**config.mk**
```make
export PLATFORM = sky130hd
export DESIGN_NAME = apu_lane
export DESIGN_NICKNAME = d
export VERILOG_FILES = /design/src/sv/apu_pkg.sv /design/src/sv/apu_lane.sv
export SDC_FILE = /design/constraint.sdc
export NUM_CORES = 2
export LEC_CHECK = 0
export BUFFER_PORTS_ARGS = -buffer_cell sky130_fd_sc_hd__buf_2
export CAP_MARGIN = 0
export CORE_MARGIN = 2
export CORE_UTILIZATION = 40
export CTS_BUF_LIST = sky130_fd_sc_hd__clkbuf_8
export DETAILED_ROUTE_END_ITERATION = 10
export MAX_ROUTING_LAYER = met4
export PLACE_DENSITY = 0.66
export SLEW_MARGIN = 0
export SYNTH_ARGS = -nofsm -noshare
export SYNTH_HDL_FRONTEND = slang
export SYNTH_SLANG_ARGS = --single-unit
```
**constraint.sdc**
```tcl
create_clock -name i_clk -period 21.5 [get_ports i_clk]
set_input_delay 4.3 -clock i_clk [delete_from_list [all_inputs] [get_ports i_clk]]
set_output_delay 4.3 -clock i_clk [all_outputs]
set_load 0.01 [all_outputs]
```
**src/sv/apu_pkg.sv**
```systemverilog
// Shared types and constants for the alpha premultiply unit.
// No dependencies; used by every module of the block.
package apu_pkg;

    localparam int NUM_LANES = 4;
    localparam int CH_W      = 16;
    localparam int DIV_STEPS = CH_W;          // one quotient bit per stage
    localparam int LANE_DEPTH = DIV_STEPS + 1; // multiply stage + divide stages

    localparam logic [CH_W-1:0] MAX_8  = 16'h00FF;
    localparam logic [CH_W-1:0] MAX_16 = 16'hFFFF;

    // register indexes of the configuration port
    localparam logic [1:0] CFG_DIVIDE_MODE    = 2'd0;
    localparam logic [1:0] CFG_SIXTEEN_BIT    = 2'd1;
    localparam logic [1:0] CFG_CHANNEL_ENABLE = 2'd2;
    localparam logic [1:0] CFG_ALPHA_SOURCE   = 2'd3;

    // alpha source selector codes
    localparam logic [2:0] SRC_NONE  = 3'd0;
    localparam logic [2:0] SRC_RED   = 3'd1;
    localparam logic [2:0] SRC_GREEN = 3'd2;
    localparam logic [2:0] SRC_BLUE  = 3'd3;
    localparam logic [2:0] SRC_ALPHA = 3'd4;

    localparam logic       RST_DIVIDE_MODE    = 1'b0;
    localparam logic       RST_SIXTEEN_BIT    = 1'b0;
    localparam logic [3:0] RST_CHANNEL_ENABLE = 4'd7;
    localparam logic [2:0] RST_ALPHA_SOURCE   = SRC_ALPHA;

    typedef struct packed {
        logic wide;     // 16-bit channels
        logic divide;   // unpremultiply
        logic enable;   // this lane is scaled
    } t_lane_ctl;

    typedef struct packed {
        logic [CH_W-1:0] red;
        logic [CH_W-1:0] green;
        logic [CH_W-1:0] blue;
        logic [CH_W-1:0] alpha;
    } t_pixel;

endpackage

```
**src/sv/apu_lane.sv**
```systemverilog
// One channel lane: shared 16x16 multiplier, constant divide by max,
// and a 16-stage restoring divider for unpremultiply. Uses apu_pkg.
module apu_lane (
    input  logic                    i_clk,
    input  logic                    i_adv,
    input  logic [15:0]             i_c,
    input  logic [15:0]             i_alpha,
    input  apu_pkg::t_lane_ctl      i_ctl,
    output logic [15:0]             o_result
);
    import apu_pkg::*;

    localparam logic [1:0] KIND_FIX = 2'd0;
    localparam logic [1:0] KIND_PRE = 2'd1;
    localparam logic [1:0] KIND_DIV = 2'd2;

    // stage 1
    logic [CH_W-1:0]   s_max;
    logic [CH_W-1:0]   s_mul_b;
    logic [2*CH_W-1:0] n1_prod;
    logic [CH_W-1:0]   n1_fix;
    logic [1:0]        n1_kind;

    logic [2*CH_W-1:0] r1_prod;
    logic [CH_W-1:0]   r1_fix;
    logic [1:0]        r1_kind;
    logic [CH_W-1:0]   r1_alpha;
    logic              r1_wide;

    // premultiply fold: floor(p / (2^k - 1)) with one correction
    logic [CH_W-1:0]   s_q0;
    logic [CH_W:0]     s_r;
    logic [CH_W-1:0]   s_pre;

    // divider stages
    logic [CH_W-1:0] s_rem_in [DIV_STEPS];
    logic [CH_W-1:0] s_dvd_in [DIV_STEPS];
    logic [CH_W-1:0] s_quo_in [DIV_STEPS];
    logic [CH_W-1:0] s_alp_in [DIV_STEPS];
    logic [CH_W-1:0] s_fix_in [DIV_STEPS];
    logic            s_useq_in[DIV_STEPS];

    logic [CH_W-1:0] n_rem [DIV_STEPS];
    logic [CH_W-1:0] n_dvd [DIV_STEPS];
    logic [CH_W-1:0] n_quo [DIV_STEPS];

    logic [CH_W-1:0] r_rem [DIV_STEPS];
    logic [CH_W-1:0] r_dvd [DIV_STEPS];
    logic [CH_W-1:0] r_quo [DIV_STEPS];
    logic [CH_W-1:0] r_alp [DIV_STEPS];
    logic [CH_W-1:0] r_fix [DIV_STEPS];
    logic            r_useq[DIV_STEPS];

    always_comb begin
        s_max   = i_ctl.wide ? MAX_16 : MAX_8;
        s_mul_b = i_ctl.divide ? s_max : i_alpha;
        n1_prod = {16'd0, i_c} * {16'd0, s_mul_b};
        n1_fix  = i_c;
        n1_kind = KIND_FIX;
        if (!i_ctl.enable) begin
            n1_kind = KIND_FIX;
        end else if (!i_ctl.divide) begin
            n1_kind = KIND_PRE;
        end else if (i_alpha == '0) begin
            n1_kind = KIND_FIX;
        end else if (i_c >= i_alpha) begin
            // quotient would reach max or beyond
            n1_fix  = s_max;
            n1_kind = KIND_FIX;
        end else begin
            n1_kind = KIND_DIV;
        end
    end

    always_ff @(posedge i_clk) begin
        if (i_adv) begin
            r1_prod  <= n1_prod;
            r1_fix   <= n1_fix;
            r1_kind  <= n1_kind;
            r1_alpha <= i_alpha;
            r1_wide  <= i_ctl.wide;
        end
    end

    always_comb begin
        if (r1_wide) begin
            s_q0 = r1_prod[31:16];
            s_r  = {1'b0, r1_prod[15:0]} + {1'b0, s_q0};
            s_pre = (s_r >= {1'b0, MAX_16}) ? s_q0 + 16'd1 : s_q0;
        end else begin
            s_q0 = {8'd0, r1_prod[15:8]};
            s_r  = {9'd0, r1_prod[7:0]} + {1'b0, s_q0};
            s_pre = (s_r >= {1'b0, MAX_8}) ? s_q0 + 16'd1 : s_q0;
        end
    end

    always_comb begin
        // remainder starts at the upper half: quotient fits in 16 bits
        s_rem_in[0]  = r1_prod[31:16];
        s_dvd_in[0]  = r1_prod[15:0];
        s_quo_in[0]  = '0;
        s_alp_in[0]  = r1_alpha;
        s_fix_in[0]  = (r1_kind == KIND_PRE) ? s_pre : r1_fix;
        s_useq_in[0] = (r1_kind == KIND_DIV);
        for (int j = 1; j < DIV_STEPS; j++) begin
            s_rem_in[j]  = r_rem[j-1];
            s_dvd_in[j]  = r_dvd[j-1];
            s_quo_in[j]  = r_quo[j-1];
            s_alp_in[j]  = r_alp[j-1];
            s_fix_in[j]  = r_fix[j-1];
            s_useq_in[j] = r_useq[j-1];
        end
    end

    always_comb begin
        for (int j = 0; j < DIV_STEPS; j++) begin
            logic [CH_W:0] t;
            logic [CH_W:0] d;
            logic          ge;
            t  = {s_rem_in[j], s_dvd_in[j][CH_W-1]};
            d  = t - {1'b0, s_alp_in[j]};
            ge = (t >= {1'b0, s_alp_in[j]});
            n_rem[j] = ge ? d[CH_W-1:0] : t[CH_W-1:0];
            n_dvd[j] = {s_dvd_in[j][CH_W-2:0], 1'b0};
            n_quo[j] = {s_quo_in[j][CH_W-2:0], ge};
        end
    end

    always_ff @(posedge i_clk) begin
        if (i_adv) begin
            for (int j = 0; j < DIV_STEPS; j++) begin
                r_rem[j]  <= n_rem[j];
                r_dvd[j]  <= n_dvd[j];
                r_quo[j]  <= n_quo[j];
                r_alp[j]  <= s_alp_in[j];
                r_fix[j]  <= s_fix_in[j];
                r_useq[j] <= s_useq_in[j];
            end
        end
    end

    assign o_result = r_useq[DIV_STEPS-1] ? r_quo[DIV_STEPS-1] : r_fix[DIV_STEPS-1];

endmodule

```
Word-level counts from Yosys, hierarchy flattened
Memory sizes are Yosys's and may differ from the RTL's. Index checks and enable logic that the tools add are counted.

$add $sub $neg: 20. Multipliers: 1. Magnitude comparators: 19. Eq/ne operators: 2. Multiplexer cells: 32. Bitwise operators: 2. Reduce and logical (&&, ||, !) cells: 2.

Operator list (number): two-way mux 16 bit (26); >= comparator 17 x 16 -> 1 bit (16); subtractor 16 bit (16); multiplier 16 x 16 -> 32 bit (1); adder 16 x 16 -> 17 bit (1); >= comparator 17 x 16 -> 1 bit (second input constant) (1); adder 16 x 1 -> 16 bit (second input constant) (1); >= comparator 16 bit (1); zero test 16 bit (1); adder 8 x 1 -> 9 bit (second input constant) (1); adder 8 x 8 -> 9 bit (1); >= comparator 9 x 8 -> 1 bit (second input constant) (1); two-way mux 9 bit (1); two-way mux 1 bit (4); OR reduction 3 bit (1); equality test 2 x 1 -> 1 bit (second input constant) (1); equality test 2 bit (second input constant) (1); two-way mux 2 bit (1); inverter 1 bit (2).

Register bits: 67. RAM bits: 1280. Input bits: 37. Output and inout port bits: 16. Memories kept: 6.

Memories: r_alp (depth 16, bits a word 16, rd ports 15, clocked after memory_dff 0, wr ports 16, RTL line apu_lane.sv:50) `logic [CH_W-1:0] r_alp [DIV_STEPS];`; r_fix (depth 16, bits a word 16, rd ports 16, clocked after memory_dff 0, wr ports 16, RTL line apu_lane.sv:51) `logic [CH_W-1:0] r_fix [DIV_STEPS];`; r_quo (depth 16, bits a word 16, rd ports 16, clocked after memory_dff 0, wr ports 16, RTL line apu_lane.sv:49) `logic [CH_W-1:0] r_quo [DIV_STEPS];`; r_rem (depth 16, bits a word 16, rd ports 15, clocked after memory_dff 0, wr ports 16, RTL line apu_lane.sv:47) `logic [CH_W-1:0] r_rem [DIV_STEPS];`; r_dvd (depth 16, bits a word 15, rd ports 15, clocked after memory_dff 0, wr ports 16, RTL line apu_lane.sv:48) `logic [CH_W-1:0] r_dvd [DIV_STEPS];`; r_useq (depth 16, bits a word 1, rd ports 16, clocked after memory_dff 0, wr ports 16, RTL line apu_lane.sv:52) `logic r_useq[DIV_STEPS];`.

Longest topological paths before layout
Depth in word-level cells: 5. Gate-level depth with buffers: 27. Gate-level depth less buffers: 24.

Least setup slack after synthesis
Ideal clock, no wire load.

Path type: input -> register. Start: in i_ctl[1] (netlist name). End: reg r1_prod[31], data pin. Library setup time: 0.269 ns. Arrival time: 10.844 ns. Required time: 21.231 ns. Slack: 10.387 ns. Cell stages on the path: 25. Cell sequence: clkbuf_1 clkbuf_1 or2_2 clkbuf_1 clkbuf_1 nand2_1 fa_1 fa_1 fa_1 fa_1 inv_1 fa_1 inv_1 fa_1 inv_1 ha_1 and4_1 and3_1 a211oi_1 o211ai_1 o211ai_1 o41ai_1 a211o_1 a2111oi_0 nor3_1.

Cells in the longest elaborated chain, start to end: 2.

RTL lines: start, declared (RTL line apu_lane.sv:8) `input apu_pkg::t_lane_ctl i_ctl,`; two-way mux 16 bit (RTL line apu_lane.sv:56) `s_mul_b = i_ctl.divide ? s_max : i_alpha;`; multiplier 16 x 16 -> 32 bit (RTL line apu_lane.sv:57) `n1_prod = {16'd0, i_c} * {16'd0, s_mul_b};`; via n1_prod[31] (RTL line apu_lane.sv:20) `logic [2*CH_W-1:0] n1_prod;`; end signal, assigned (RTL line apu_lane.sv:77) `r1_prod <= n1_prod;`; end, declared (RTL line apu_lane.sv:24) `logic [2*CH_W-1:0] r1_prod;`.

The timed path passes the listed nets, and every way through them passes these cells. A chain may end at the register's enable or synchronous reset.

Final worst setup path
Same ends and word-level chain as after synthesis.

==> flow_summary.toml <==
[global_route]
overflow = 0
grt_pass1_vias = 34700
grt_max_degree = 197
grt_pass1_wl_microns = 182000
antenna_found_initial = 4
grt.total_usage_pct = 15.9

[floorplanning]
die_y_microns = 385
rows = 139
coreArea_sq_mm = 0.144
start_util_pct = 40.3
die-area_sq_mm = 0.148
io_pins = 53
die_x_microns = 385

[pwr]
power.density_mw_per_mm2 = 156
vdd_drop_max_uv = 143
p_leak_nw = 25.7

[routing]
num_vias = 33800
post-route-drc-count = 0
antenna_left = 0
post_drt_wl_per_cell_microns = 17.0
first_pass_iters = 5
wl_microns = 113000
drt_iter0_drc = 1877
drt-vias-per-instance = 5.08

[worst_hold_path]
hold_depth = 0
min_to = "r_dvd[0][101]"
hold_path.class = "reg2reg"
hp-start = "r_dvd[0][85]"

[critical_path]
slowest_delay_ns = 0.82
critPathKind = "in2reg"
worstRegToRegCells = 10
critPathMaxFanout = 27
cp-start-kind = "input port"
crit_top_cell = "fa_1"
end_kind = "flip-flop"
slowest_stage = "nor2_1"
setup.worst_path.start = "i_ctl[1]"
path_cells = "buf_2 -> nor2_1 -> nor2b_1 -> fa_1 -> inv_1 -> fa_1 -> fa_1 -> fa_1 -> inv_1 -> fa_1 -> inv_1 -> fa_1 -> inv_1 -> ha_1 -> and4_1 -> and3_1 -> a211oi_1 -> o211ai_1 -> o211ai_1 -> o41ai_1 -> a211o_1 -> a2111oi_0 -> nor3_1"
r2r-end = "r_fix[0][4]"
critical_path_required_ns = 22.07
r2r-start = "r1_prod[20]"
worst-endpoint-arrival_ns = 11.68
rrSetupSlack_ns = 17.54

[synth]
synth_ff_type = "edfxtp_1"
netlist_area_sq_mm = 0.0580
yosys.cell_types.count = 76
synth-edff-count = 1075
ys_warn_count = 0
syn_nets = 5084
async_reset_ff_share_pct = 0
synth.avg_cell_area_sq_um = 13.1
ys_ff_latch = 1075
synth_seq_area_share_pct = 55.6
syn_inst = 4434

[clocking]
cts.sinks = 1075
cts_tree = "yes"
clkTransAtPathRegs_ns = 0.06
htreeDepth = 4
numCtsBuffers = 180
post-cts-setup-buffers = 0
clock_path_buffers = 3
cts_resized = 0
clkLatencyLatePin_ns = 0.89
hold_buffers = 0
cts-root-buf = "clkbuf_8"

[finish]
fillers = 13000
final_layout_size_suffix_gt1_share_pct = 9.82
fin_nets = 5268
area_growth_pct = 9.99

[timing]
max_slew.worst_pin.slew_ns = 1.15
fmax_ghz = 0.0900
hold_violations = 0
skew_ns = 0.0740
setup_viol = 0
period_share_pct = 51.7
fin_crit_ns = 11.11
slew_violations = 0
fin_tns_setup_ns = 0
relSlewSlack_pct = 22.8
rsz0062_at_grt = "no"
fin_ws_ns = 10.39

[status]
status = "finished clean"

[place]
port_buffers = 52
place_ws_ns = 9.58
gp_congestion = 0.911
hpwl_microns = 82100

[job]
max_cap_violations = 0
[Yosys cell counts (11+ instances only)]
master        n  share of area [%]
edfxtp_1   1075                 56
inv_1       591                3.8
ha_1        402                8.7
nand2_1     261                1.7
fa_1        211                7.3
mux2_2      148                2.9
a21oi_1     145                1.3
nor2_1      138               0.89
xnor2_1     120                1.8
nor3_1      110               0.95
nor2b_1     107                1.2
and2_1      106                1.1
o21ai_0      95               0.82
xor2_1       67                1.0
o21a_1       65               0.84
a21o_1       64               0.83
nand3_1      62               0.53
clkbuf_1     58               0.38
mux2_1       53                1.0
o21ai_1      48               0.41
mux2i_1      44               0.76
nor4_1       29               0.31
or3_1        27               0.29
a211oi_1     26               0.34
nand4_1      26               0.28
a31oi_1      20               0.22
and3_1       20               0.22
a221o_1      19               0.33
a21boi_0     18               0.23
o211ai_1     16               0.21
and4_1       15               0.23
nand2b_1     15               0.16
nand3b_1     15               0.19
a221oi_1     14               0.21
buf_2        14               0.12
o2111ai_1    14               0.21
or2_2        13               0.14
o31a_1       12               0.18
a21boi_1     11               0.14
a41oi_1      11               0.17
o21bai_1     11               0.14
or4_1        11               0.14
[critical path: cells and delay by family]
kind,cells,cell delay [ns]
buf+inv,5,0.46
simple gates,5,1.53
fa+ha+maj,7,3.49
compound gates,6,1.88
[cells in the final DEF, fill, tap and decap left out, drive strengths merged, types with 44 or more instances in the layout]
master  Yosys  routed
edfxtp   1075    1075
inv       591     671
ha        402     402
nand2     262     262
fa        211     211
mux2      201     201
clkbuf     58     180
a21oi     145     145
o21ai     143     143
nor2      139     139
xnor2     120     120
nor3      110     110
nor2b     107     107
and2      106     106
buf        15      75
xor2       67      67
o21a       65      65
a21o       64      64
nand3      62      62
clkinv      0      54
mux2i      44      44
[kinds of logic after synthesis]
logic type,count (synthesis),synth area share [%]
AOI/OAI and AO/OA,671,7.88
and+or+nand+nor,979,8.72
buffers and inverters,664,4.33
DFF,1075,55.6
xor gates and xnor gates,187,2.82
muxes,245,4.66
adders and majority gates,613,15.9
[metrics by stage]
step                hold WS [ns]  power, mW  cell area (sq um)  instances  utilization [%]
floorplan                  0.400       7.17              58000       4434                -
global route               0.372       10.8              63800       6659             44.4
global placement           0.400       8.24              60600       6339             42.1
finish                     0.377       9.98              63800       6659             44.4
CTS                        0.367       10.1              63800       6658             44.4
detailed placement         0.405       8.35              60600       6339             42.1
[sequential cells by signal, summed over array words and instances, names as in the netlist]
| signal | flops |
|---|---|
| r_rem | 240 |
| r_dvd | 120 |
| r_quo | 136 |
| r1_kind | 2 |
| r_fix | 256 |
| r_useq | 16 |
| r1_wide | 1 |
| r_alp | 240 |
| r1_prod | 32 |
| r1_fix | 16 |
| r1_alpha | 16 |
[report_power, final]
group,switching [mW],leakage (nW),internal (mW)
clock,0.807,1.88,0.813
sequential,0.256,10.5,3.03
combinational,2.80,13.3,2.28
total,3.86,25.7,6.12
[per-layer routing]
metal  track usage (%)  routed length (microns)  vias up
met1              20.5                    51300    16500
met4              5.58                     3130        0
met5                 -                        0        -
met3              2.55                     4810      244
met2              25.5                    54100      693
li1                  -                        -    16400
[worst max-delay path by stage]
stage / end / slack (ns) / depth (start not counted)
after floorplan: r1_prod[31] / 10.39 / 25
after global placement: r1_prod[31] / 9.67 / 23
after detailed placement: r1_prod[31] / 9.58 / 23
after CTS: r1_prod[31] / 10.53 / 23
after global routing: r1_prod[31] / 10.06 / 23
final: r1_prod[31] / 10.39 / 23
[final cells by class]
type / instances / area, sq um / share of cell area, %
sequential: 1075 / 32300 / 50.6
tap: 1903 / 2380 / 3.73
clock buffer: 180 / 2480 / 3.88
inverter: 591 / 2220 / 3.48
multi-input combinational: 2695 / 23200 / 36.4
timing repair buffer: 75 / 468 / 0.733
clock inverter: 139 / 746 / 1.17
antenna: 1 / 2.50 / 0.00392
Power figures use the tool's default switching activity.
