### src/sv/apu_pkg.sv
// Shared types and constants for the alpha premultiply unit.
// No dependencies; used by every module of the block.
package apu_pkg;

    localparam int NUM_LANES = 4;
    localparam int CH_W      = 16;
    localparam int DIV_STEPS = CH_W;          // one quotient bit per stage
    localparam int LANE_DEPTH = DIV_STEPS + 1; // multiply stage + divide stages

    localparam logic [CH_W-1:0] MAX_8  = 16'h00FF;
    localparam logic [CH_W-1:0] MAX_16 = 16'hFFFF;

    // register indexes of the configuration port
    localparam logic [1:0] CFG_DIVIDE_MODE    = 2'd0;
    localparam logic [1:0] CFG_SIXTEEN_BIT    = 2'd1;
    localparam logic [1:0] CFG_CHANNEL_ENABLE = 2'd2;
    localparam logic [1:0] CFG_ALPHA_SOURCE   = 2'd3;

    // alpha source selector codes
    localparam logic [2:0] SRC_NONE  = 3'd0;
    localparam logic [2:0] SRC_RED   = 3'd1;
    localparam logic [2:0] SRC_GREEN = 3'd2;
    localparam logic [2:0] SRC_BLUE  = 3'd3;
    localparam logic [2:0] SRC_ALPHA = 3'd4;

    localparam logic       RST_DIVIDE_MODE    = 1'b0;
    localparam logic       RST_SIXTEEN_BIT    = 1'b0;
    localparam logic [3:0] RST_CHANNEL_ENABLE = 4'd7;
    localparam logic [2:0] RST_ALPHA_SOURCE   = SRC_ALPHA;

    typedef struct packed {
        logic wide;     // 16-bit channels
        logic divide;   // unpremultiply
        logic enable;   // this lane is scaled
    } t_lane_ctl;

    typedef struct packed {
        logic [CH_W-1:0] red;
        logic [CH_W-1:0] green;
        logic [CH_W-1:0] blue;
        logic [CH_W-1:0] alpha;
    } t_pixel;

endpackage

### src/sv/apu_merge.sv
// Merge stage: gathers the four lane results into one pixel and holds it
// in a two-entry skid queue toward the output. Uses apu_pkg.
module apu_merge (
    input  logic                i_clk,
    input  logic                i_rst_n,
    input  logic                i_push,
    input  logic [15:0]         i_lane_res [apu_pkg::NUM_LANES],
    output apu_pkg::t_pixel     o_pixel,
    output logic                o_valid,
    input  logic                i_stall,
    output logic                o_room
);
    import apu_pkg::*;

    t_pixel     s_pix;
    t_pixel     r_buf [2];
    logic       r_wr_ptr;
    logic       r_rd_ptr;
    logic [1:0] r_cnt;
    logic [1:0] n_cnt;
    logic       s_pop;

    assign s_pix.red   = i_lane_res[0];
    assign s_pix.green = i_lane_res[1];
    assign s_pix.blue  = i_lane_res[2];
    assign s_pix.alpha = i_lane_res[3];

    assign o_valid = (r_cnt != 2'd0);
    assign o_room  = (r_cnt != 2'd2);
    assign s_pop   = o_valid && !i_stall;
    assign o_pixel = r_buf[r_rd_ptr];

    always_comb begin
        n_cnt = r_cnt;
        if (i_push && !s_pop) begin
            n_cnt = r_cnt + 2'd1;
        end else if (s_pop && !i_push) begin
            n_cnt = r_cnt - 2'd1;
        end
    end

    always_ff @(posedge i_clk) begin
        if (i_push) begin
            r_buf[r_wr_ptr] <= s_pix;
        end
    end

    always_ff @(posedge i_clk) begin
        if (!i_rst_n) begin
            r_wr_ptr <= 1'b0;
            r_rd_ptr <= 1'b0;
            r_cnt    <= 2'd0;
        end else begin
            if (i_push) begin
                r_wr_ptr <= ~r_wr_ptr;
            end
            if (s_pop) begin
                r_rd_ptr <= ~r_rd_ptr;
            end
            r_cnt <= n_cnt;
        end
    end

endmodule

### config.mk
export PLATFORM = sky130hd
export DESIGN_NAME = apu_merge
export DESIGN_NICKNAME = d
export VERILOG_FILES = /design/src/sv/apu_pkg.sv /design/src/sv/apu_merge.sv
export SDC_FILE = /design/constraint.sdc
export NUM_CORES = 1
export LEC_CHECK = 0
export BUFFER_PORTS_ARGS = -buffer_cell sky130_fd_sc_hd__buf_2
export CORE_ASPECT_RATIO = 1.75
export CORE_MARGIN = 8
export CORE_UTILIZATION = 30
export CTS_BUF_LIST = sky130_fd_sc_hd__clkbuf_4
export DETAILED_ROUTE_END_ITERATION = 8
export GPL_TIMING_DRIVEN = 0
export SYNTH_ARGS = -nofsm -noshare
export SYNTH_HDL_FRONTEND = slang
export SYNTH_SLANG_ARGS = --single-unit
### constraint.sdc
create_clock -name i_clk -period 5.6 [get_ports i_clk]
set_input_delay 0.84 -clock i_clk [delete_from_list [all_inputs] [get_ports i_clk]]
set_output_delay 0.84 -clock i_clk [all_outputs]
set_load 0.02 [all_outputs]
======== Word level (Yosys, flattened, before mapping) ========
Memories as Yosys holds them, arrays and structs flattened. A register that Yosys moved wholly into a read port is not among the register bits.
Index checks and enable logic that the tools add are counted.
W data, S select, Z words.
storage, ports and cells
  memories ................................ 1
  logic and storage cells ................. 23
  output and inout bits ................... 66
  RAM bits ................................ 128
  ROM bits ................................ 0
  register bits ........................... 4
  bits in latches ......................... 0
  input bits .............................. 68
memory list
  name   words  bits a word  read ports  clocked after memory_dff  wr ports  line             RTL
  r_buf  2      64           1           1                         1         apu_merge.sv:16  t_pixel r_buf [2];
cells by class
  multiply operators ...................... 0
  bitwise gates (word level) .............. 2
  add/sub/neg operators ................... 2
  div/mod/pow operators ................... 0
  reductions and logical operators ........ 8
  magnitude comparators ................... 0
  equality and inequality tests ........... 1
  shift operators ......................... 0
  mux-type cells .......................... 6
operator list
  operator               count
  $mux W1                4
  $mux W2                2
  $reduce_bool A2 Y1     2
  $logic_and A1 B1 Y1    3
  $logic_not A1 Y1       3
  $add A2 B1 Y2 const B  1
  $ne A2 B2 Y1 const B   1
  $not A1 Y1             2
  $sub A2 B1 Y2 const B  1

======== Longest topological paths before layout ========
Gate-level depths: netlist of run 1.
  depth after elaboration ................. 5
  gate-level depth with buffers ........... 5
  depth with buffers taken out ............ 5

======== Worst setup path after synthesis of run 1 ========
No wires, ideal clock.
  kind .................................... input-to-reg
  from .................................... in i_push
  to ...................................... mem r_buf[0][0] (netlist name), enable pin
  buffers on the path ..................... 0
  required time ........................... 5.105 ns
  slack ................................... 1.420 ns
  stages on the path ...................... 1
  library setup time ...................... 0.495 ns
  arrival time ............................ 3.685 ns
  path through ............................ nor2b_1
between the ends
  word-level cells in the longest chain between the ends .. 2
RTL lines
  item                           line             RTL
  start: declaration             apu_merge.sv:6   input logic i_push,
  $mux W1                        apu_merge.sv:43  if (i_push) begin
  $mux W1 (implied by the code)  apu_merge.sv:44  r_buf[r_wr_ptr] <= s_pix;
  end: declaration               apu_merge.sv:16
Every way passes these cells.

==> results of run 1 <==
## state kept, by name, indices dropped and copies added, names as in the netlist, named ones only
register and flops:
r_buf 128, r_cnt 2, r_rd_ptr 1, r_wr_ptr 1
## metal layers
metal  part of all wire, %  GRT usage, %  vias up
li1                      -             -     1185
met1                    34         8.693     1238
met2                    59         18.98       74
met3                   4.6         3.375        9
met4                   2.4         5.972        0
met5                     0             0        -
## worst max path at each step
stage                start           end  cells after the start
floorplan           i_push   r_buf[0][0]                      1
global placement    i_push  r_buf[0][62]                      2
detailed placement  i_push  r_buf[1][59]                      2
CTS                   flop   o_pixel[39]                      4
global route          flop   o_pixel[39]                      4
finish                flop   o_pixel[39]                      4
## cells in the mapped netlist
cell type,count
o21ai_0,1
edfxtp_1,128
mux2_2,64
dfxtp_1,5
and2_1,4
nand2b_1,1
o21a_1,1
a21boi_1,1
xnor2_1,2
ha_1,1
xor2_1,1
or3_1,1
o21bai_1,1
nor2b_1,2
buf_4,1
buf_6,6
or2_2,1
## where the power goes
group          internal [mW]  switching [mW]  leakage (nW)
Combinational          0.319           0.398         0.873
Sequential              1.16          0.0209          1.24
Clock                  0.283           0.377         0.153
## stage by stage
step / hold WS [ns] / power (mW) / cells
final: 0.5155 / 2.555 / 578
after CTS: 0.4302 / 2.614 / 577
after floorplan: 0.4786 / 1.704 / 221
after global routing: 0.4125 / 2.700 / 578
after detailed placement: 0.5165 / 1.937 / 545
after global placement: 0.4950 / 1.926 / 543
## layout make-up
type,instances,area [sq um]
repair buffers,135,705.7
clock buffers,18,135.1
plain buffers,7,75.07
well taps,189,236.5
clock inverters,14,163.9
diodes,1,2.502
flip-flops and latches,133,3944
multi-input cells,81,853.3
fillers,1507,9759
## kinds of logic after synthesis
logic type      after synthesis  share of synthesized area (%)
fa+ha+maj                     1                         0.2573
xor+xnor                      3                         0.5405
flops                       133                          81.11
simple gates                  9                          1.158
compound gates                4                         0.5662
buf+inv                       7                          1.544
mux                          64                          14.82
==> flow_summary.toml, run 1 <==
[status]
status = "finished, final reports clean"

[placed_design]
portBuffers = 133
gp_congestion = 0.6532
dpl_cell_area_sq_um = 5814
dp_hpwl_um = 7019
dp_slack_ns = 3.419

[job]
max_cap_violations = 0

[layout]
drive_gt1_share_pct = 62.11
final_core_util_pct = 38.52
final_cell_mix = "133 x buf_2, 128 x edfxtp_1, 64 x mux2_2"
area_growth_pct = 25.78
nets = 444
design_area_sq_um = 6116
final_common_cell = "buf_2"

[floorplan]
row_count = 61
die_w_um = 112.2
die_h_um = 184.4
core-area_sq_um = 15880
die_area_sq_um = 20700
ios = 134
start_util_pct = 30.63

[detailed_routing]
first_iter_violations = 89
postRouteAntennaNets = 0
drc = 0
via_per_inst = 4.336
wl_per_cell_um = 17.07
vias = 2506
drt_wl_total_um = 9867
drt_pass1_iterations = 4

[timing]
setup_viol = 0
slew_headroom_pct = 38.26
finalHoldViolCount = 0
worst_slack_ns = 2.969
period_minus_slack_ns = 2.631
maxSlewViolCount = 0
fmax_mhz = 380.1
worst_pin_slew_ns = 0.9262
period_share_pct = 46.98
rsz0062_at_grt = "false"
fin_skew_ns = 0.01723
fin_tns_setup_ns = 0

[clock_network]
cts_tree = "done"
cts.sinks = 133
htreeDepth = 4
ctsHoldBuffers = 0
cts_resized = 0
clockBufferDepth = 2
cts.reportedPaths.clkPinSlew_ns = 0.13
root_buffer = "clkbuf_4"
cts_inserted_buffers = 17
postCtsSetupBuffers = 0
clock_latency_ns = 0.50

[min_path]
min_from = "i_lane_res[15]"
hold-path-cell-count = 1
hp-class = "primary input to flop"
holdPathEnd = "r_buf[1][15]"

[yosys]
avgSynthCellArea_sq_um = 22.00
synth.distinct_cells = 17
synth_warnings = 0
synth_top_area_share_pct = 79.05
ys_seq_area_share_pct = 81.11
synthesis.area_sq_um = 4862
yosysTopAreaCell = "edfxtp_1"
synth_cells = 221
ys_ff_latch = 133
syn_nets = 290
synth_area_leaders = "edfxtp_1 79%, mux2_2 15%, dfxtp_1 2.1%"

[pwr]
powerDensity_nw_per_um2 = 417.8
vdd_drop_max_mv = 0.2269
p_leak_nw = 2.269

[worst_setup_path]
crit_slowest_cell = "mux2_2"
crit_chain = "buf_4 > buf_6 > mux2_2 > buf_2"
crit_buf_inv = 3
required_ns = 4.76
critPathCaptureType = "output pin"
cp.arrival_ns = 1.79
critical_path_class = "flop to output pin"
slowest_delay_ns = 0.37
crit_family = "buffers and inverters"
cp_max_fo = 10
r2r_cells = 1
startpoint_type = "flop"
r2r-end = "r_buf[1][39]"
reg2reg_from = "r_wr_ptr"
r2r_slack_ns = 3.99

[grt]
grt_pass1_wl_um = 15300
groute.usage.overall_pct = 9.930
grt_max_degree = 65
antenna_found_initial = 1
grt_pass1_vias = 2883
gr-total-overflow = 0
Power figures use the tool's default switching activity.
==> inputs of run 2 (changes only) <==
==> constraint.sdc (replaced) <==
create_clock -name i_clk -period 2.6 [get_ports i_clk]
set_input_delay 0.39 -clock i_clk [delete_from_list [all_inputs] [get_ports i_clk]]
set_output_delay 0.39 -clock i_clk [all_outputs]
set_load 0.02 [all_outputs]
==> flow_summary.toml, run 2 (synthesized netlist as in run 1, its figures left out) <==
[floorplan]
start_util_pct = 30.63
core-area_sq_um = 15880
die_w_um = 112.2
row_count = 61
die_area_sq_um = 20700
ios = 134
die_h_um = 184.4

[layout]
fin_cells = 595
final_cell_mix = "133 x buf_2, 128 x edfxtp_1, 64 x mux2_2"
area_growth_pct = 29.03
fillCellCount = 1473
regMostFlops = "r_buf"
top_regs = "r_buf x128, r_cnt x2"
largest_reg_flops = 128
multi_input_area_sq_um = 853.3
seq_area_sq_um = 3944
drive_gt1_share_pct = 59.26
nets = 461
final_common_cell = "buf_2"

[detailed_routing]
drt_wl_total_um = 9825
postRouteAntennaNets = 0
drc = 0
vias = 2620
wl_per_cell_um = 16.51
drt_pass1_iterations = 4
via_per_inst = 4.403
first_iter_violations = 86

[timing]
period_share_pct = 80.94
whs_ns = 0.09240
fin_skew_ns = 0.01034
rsz0062_at_grt = "false"
setup_viol = 0
finalHoldViolCount = 0
worst_slack_ns = 0.4956
period_minus_slack_ns = 2.104
maxSlewViolCount = 0
worst_pin_slew_ns = 0.9223
fmax_mhz = 475.2
slew_headroom_pct = 38.52

[clock_network]
ctsHoldBuffers = 11
cts_tree = "done"
cts.reportedPaths.clkPinSlew_ns = 0.12
postCtsSetupBuffers = 0
cts.sinks = 133
cts_inserted_buffers = 17
root_buffer = "clkbuf_4"
clockBufferDepth = 2
htreeDepth = 4
clock_latency_ns = 0.48
cts_resized = 0

[placed_design]
dp_slack_ns = 0.8537
gp_congestion = 0.6465
dp_hpwl_um = 6925
portBuffers = 133
dp.cells = 545

[grt]
groute.usage.overall_pct = 9.677
grt_pass1_wl_um = 15100
grt_pass1_vias = 2976
gr-total-overflow = 0
antenna_found_initial = 5
grt_max_degree = 65

[worst_setup_path]
r2r_cells = 1
startpoint_type = "flop"
cp.arrival_ns = 1.71
critical_path_class = "flop to output pin"
required_ns = 2.21
critPathCaptureType = "output pin"
cp_max_fo = 10

[pwr]
power_mw = 5.440
vdd_drop_max_mv = 0.4691
powerDensity_nw_per_um2 = 867.2
p_leak_nw = 2.341

[min_path]
hold-path-cell-count = 1
hp-class = "primary input to flop"

[status]
status = "finished, final reports clean"

[job]
max_cap_violations = 0
-- run 2: cell types whose count changed in the layout (fill, tap and decap cells not counted), sizes merged --
cell,previous run,this run
inv,8,4
clkbuf,18,17
clkinvlp,3,2
clkinv,1,7
dlygate4sd3,0,17
-- run 2: layer usage --
layer	global-route usage (%)	share of wire (%)
met5	0	0.51
met4	3.909	1.3
met3	4.358	6.0
met2	17.84	55
met1	9.074	37
-- run 2: path summary, 6_finish.rpt --
check | startpoint | slack [ns] | end
worst max register to register | r_wr_ptr | 1.00 | r_buf[1][48]
worst min register to register | r_cnt[1] | 0.54 | r_cnt[1]
worst max-delay path | flop | 0.50 | o_pixel[54]
worst min-delay path | i_lane_res[6] | 0.09 | r_buf[1][6]
-- run 2: where the power goes --
| group | total, mW | leakage [nW] | switching (mW) | internal, mW |
|---|---|---|---|---|
| registers | 2.54 | 1.24 | 0.0441 | 2.49 |
| clock network | 1.34 | 0.150 | 0.768 | 0.576 |
| logic | 1.56 | 0.948 | 0.856 | 0.704 |
| total | 5.44 | 2.34 | 1.67 | 3.77 |
-- run 2: worst max-delay path, cell delays in order, from the launching register on --
cell and delay [ns]:
dfxtp_1 0.33, buf_4 0.20, buf_6 0.18, mux2_2 0.35
buf_2 0.16
-- run 2: cell type report --
cell class | count | area share (%)
clock inverter | 15 | 2.413
tap | 189 | 3.769
sequential | 133 | 62.86
timing repair buffer | 152 | 14.08
antenna | 1 | 0.03989
buffer | 7 | 1.197
clock buffer | 17 | 2.034
multi-input combinational | 81 | 13.60
-- run 2: through the flow --
stage / util, % / setup TNS, ns / instance area [sq um]
2_1_floorplan: - / 0 / 4865
3_5_place_dp: 36.67 / 0 / 5822
3_3_place_gp: 36.33 / -114.93 / 5767
6_report: 39.52 / 0 / 6274
4_1_cts: 39.12 / 0 / 6211
5_1_grt: 39.52 / 0 / 6274
==> inputs of run 3 (changes only) <==
==> constraint.sdc (replaced) <==
create_clock -name i_clk -period 2.05 [get_ports i_clk]
set_input_delay 0.3075 -clock i_clk [delete_from_list [all_inputs] [get_ports i_clk]]
set_output_delay 0.3075 -clock i_clk [all_outputs]
set_load 0.02 [all_outputs]
==> flow_summary.toml, run 3 (synthesized netlist as in run 1, its figures left out) <==
[floorplan]
core-area_sq_um = 15880
row_count = 61
die_w_um = 112.2
start_util_pct = 30.63
die_h_um = 184.4
die_area_sq_um = 20700
ios = 134

[clock_network]
root_buffer = "clkbuf_4"
clock_latency_ns = 0.53
cts.reportedPaths.clkPinSlew_ns = 0.11
cts_tree = "done"
clockBufferDepth = 2
cts_inserted_buffers = 17
cts.sinks = 133
htreeDepth = 4

[layout]
drive_gt1_share_pct = 52.86
fin_cells = 644
final_core_util_pct = 43.35
nets = 510
area_growth_pct = 41.53
regMostFlops = "r_buf"
top_regs = "r_buf x128, r_cnt x2"
largest_reg_flops = 128
final_common_cell = "edfxtp_1"
fillCellCount = 1434
final_cell_mix = "128 x edfxtp_1, 117 x buf_2, 65 x dlygate4sd3_1"

[detailed_routing]
drc = 0
wl_per_cell_um = 16.51
drt_pass1_iterations = 4
postRouteAntennaNets = 0
met2_length_um = 6198
first_iter_violations = 69
vias = 2769
top_layer = "met5"
dr_wl_met3_um = 560
drt-met1-wl_um = 3624
via_per_inst = 4.300
drt_wl_total_um = 10640

[timing]
worst_pin_slew_ns = 0.9291
slew_headroom_pct = 38.06
finalHoldViolCount = 0
maxSlewViolCount = 0
fmax_mhz = 501.0
fin_skew_ns = 0.01919
rsz0062_at_grt = "true"
whs_ns = 0.1412
worst_slack_ns = 0.05384
setup_viol = 0
period_minus_slack_ns = 1.996
period_share_pct = 97.37

[worst_setup_path]
cp.arrival_ns = 1.69
critical_path_class = "flop to output pin"
startpoint_type = "flop"
critPathCaptureType = "output pin"
required_ns = 1.74
cp_max_fo = 10
reg2reg_from = "r_wr_ptr"

[placed_design]
dp_hpwl_um = 7227
portBuffers = 133
dp_slack_ns = 0.3979
gp_congestion = 0.6852
dp.cells = 545

[min_path]
min_from = "i_push"
hp-class = "primary input to flop"

[pwr]
powerDensity_nw_per_um2 = 1032
power_mw = 7.101
vdd_drop_max_mv = 0.4711
p_leak_nw = 2.567

[status]
status = "finished, final reports clean"

[grt]
grt_max_degree = 65
grt_pass1_vias = 3207
groute.usage.overall_pct = 10.55
antenna_found_initial = 2
gr-total-overflow = 0
grt_pass1_wl_um = 16260

[job]
max_cap_violations = 0
## run 3: path summary, 6_finish.rpt
check | end | slack [ns] | depth (start not counted)
min reg2reg | r_cnt[1] | 0.53 | 2
max | o_pixel[23] | 0.05 | 4
max reg2reg | r_buf[1][51] | 0.45 | 1
min | r_wr_ptr | 0.14 | 3
## run 3: critical path: stages (launching register included)
cell     delay [ns]
dfxtp_2        0.36
buf_12         0.16
buf_12         0.14
mux2_2         0.35
buf_2          0.16
## run 3: metal layers
layer  vias up  track usage, %
met5         -               0
li1       1317               -
met1      1361           9.195
met3        16           3.604
met4         2           6.243
met2        73           20.24
## run 3: final cells by class
type                            instances  area [sq um]  area share (%)
Sequential cell                       133          3945           57.33
Timing Repair Buffer                  201          1453           21.11
Multi-Input combinational cell         81         864.6           12.56
Clock buffer                           19         142.6           2.073
Clock inverter                         13         112.6           1.636
Antenna cell                            1         2.502         0.03636
Tap cell                              189         236.5           3.436
Buffer                                  7         125.1           1.818
## run 3: where the power goes
part           leakage, nW  switching (mW)  internal [mW]
combinational         1.20            1.16           1.15
clock                0.119           0.954          0.618
sequential            1.24          0.0604           3.16
total                 2.57            2.17           4.93
## run 3: per-stage QoR
stage | instance area (sq um) | TNS (ns)
2_1_floorplan | 4871 | 0
3_3_place_gp | 5773 | -24.51
3_5_place_dp | 5814 | 0
4_1_cts | 6809 | -0.6753
5_1_grt | 6882 | -2.805
6_report | 6882 | 0
## run 3: what timing repair did
item | 4_1_cts | 5_1_grt
hold buffers | 65 | 0
gates resized for setup | 25 | 21
gates cloned | 0 | 0
buffers inserted | 1 | 0
endpoints found under the setup margin | 60 | 63
endpoints found under the hold margin | 132 | 0
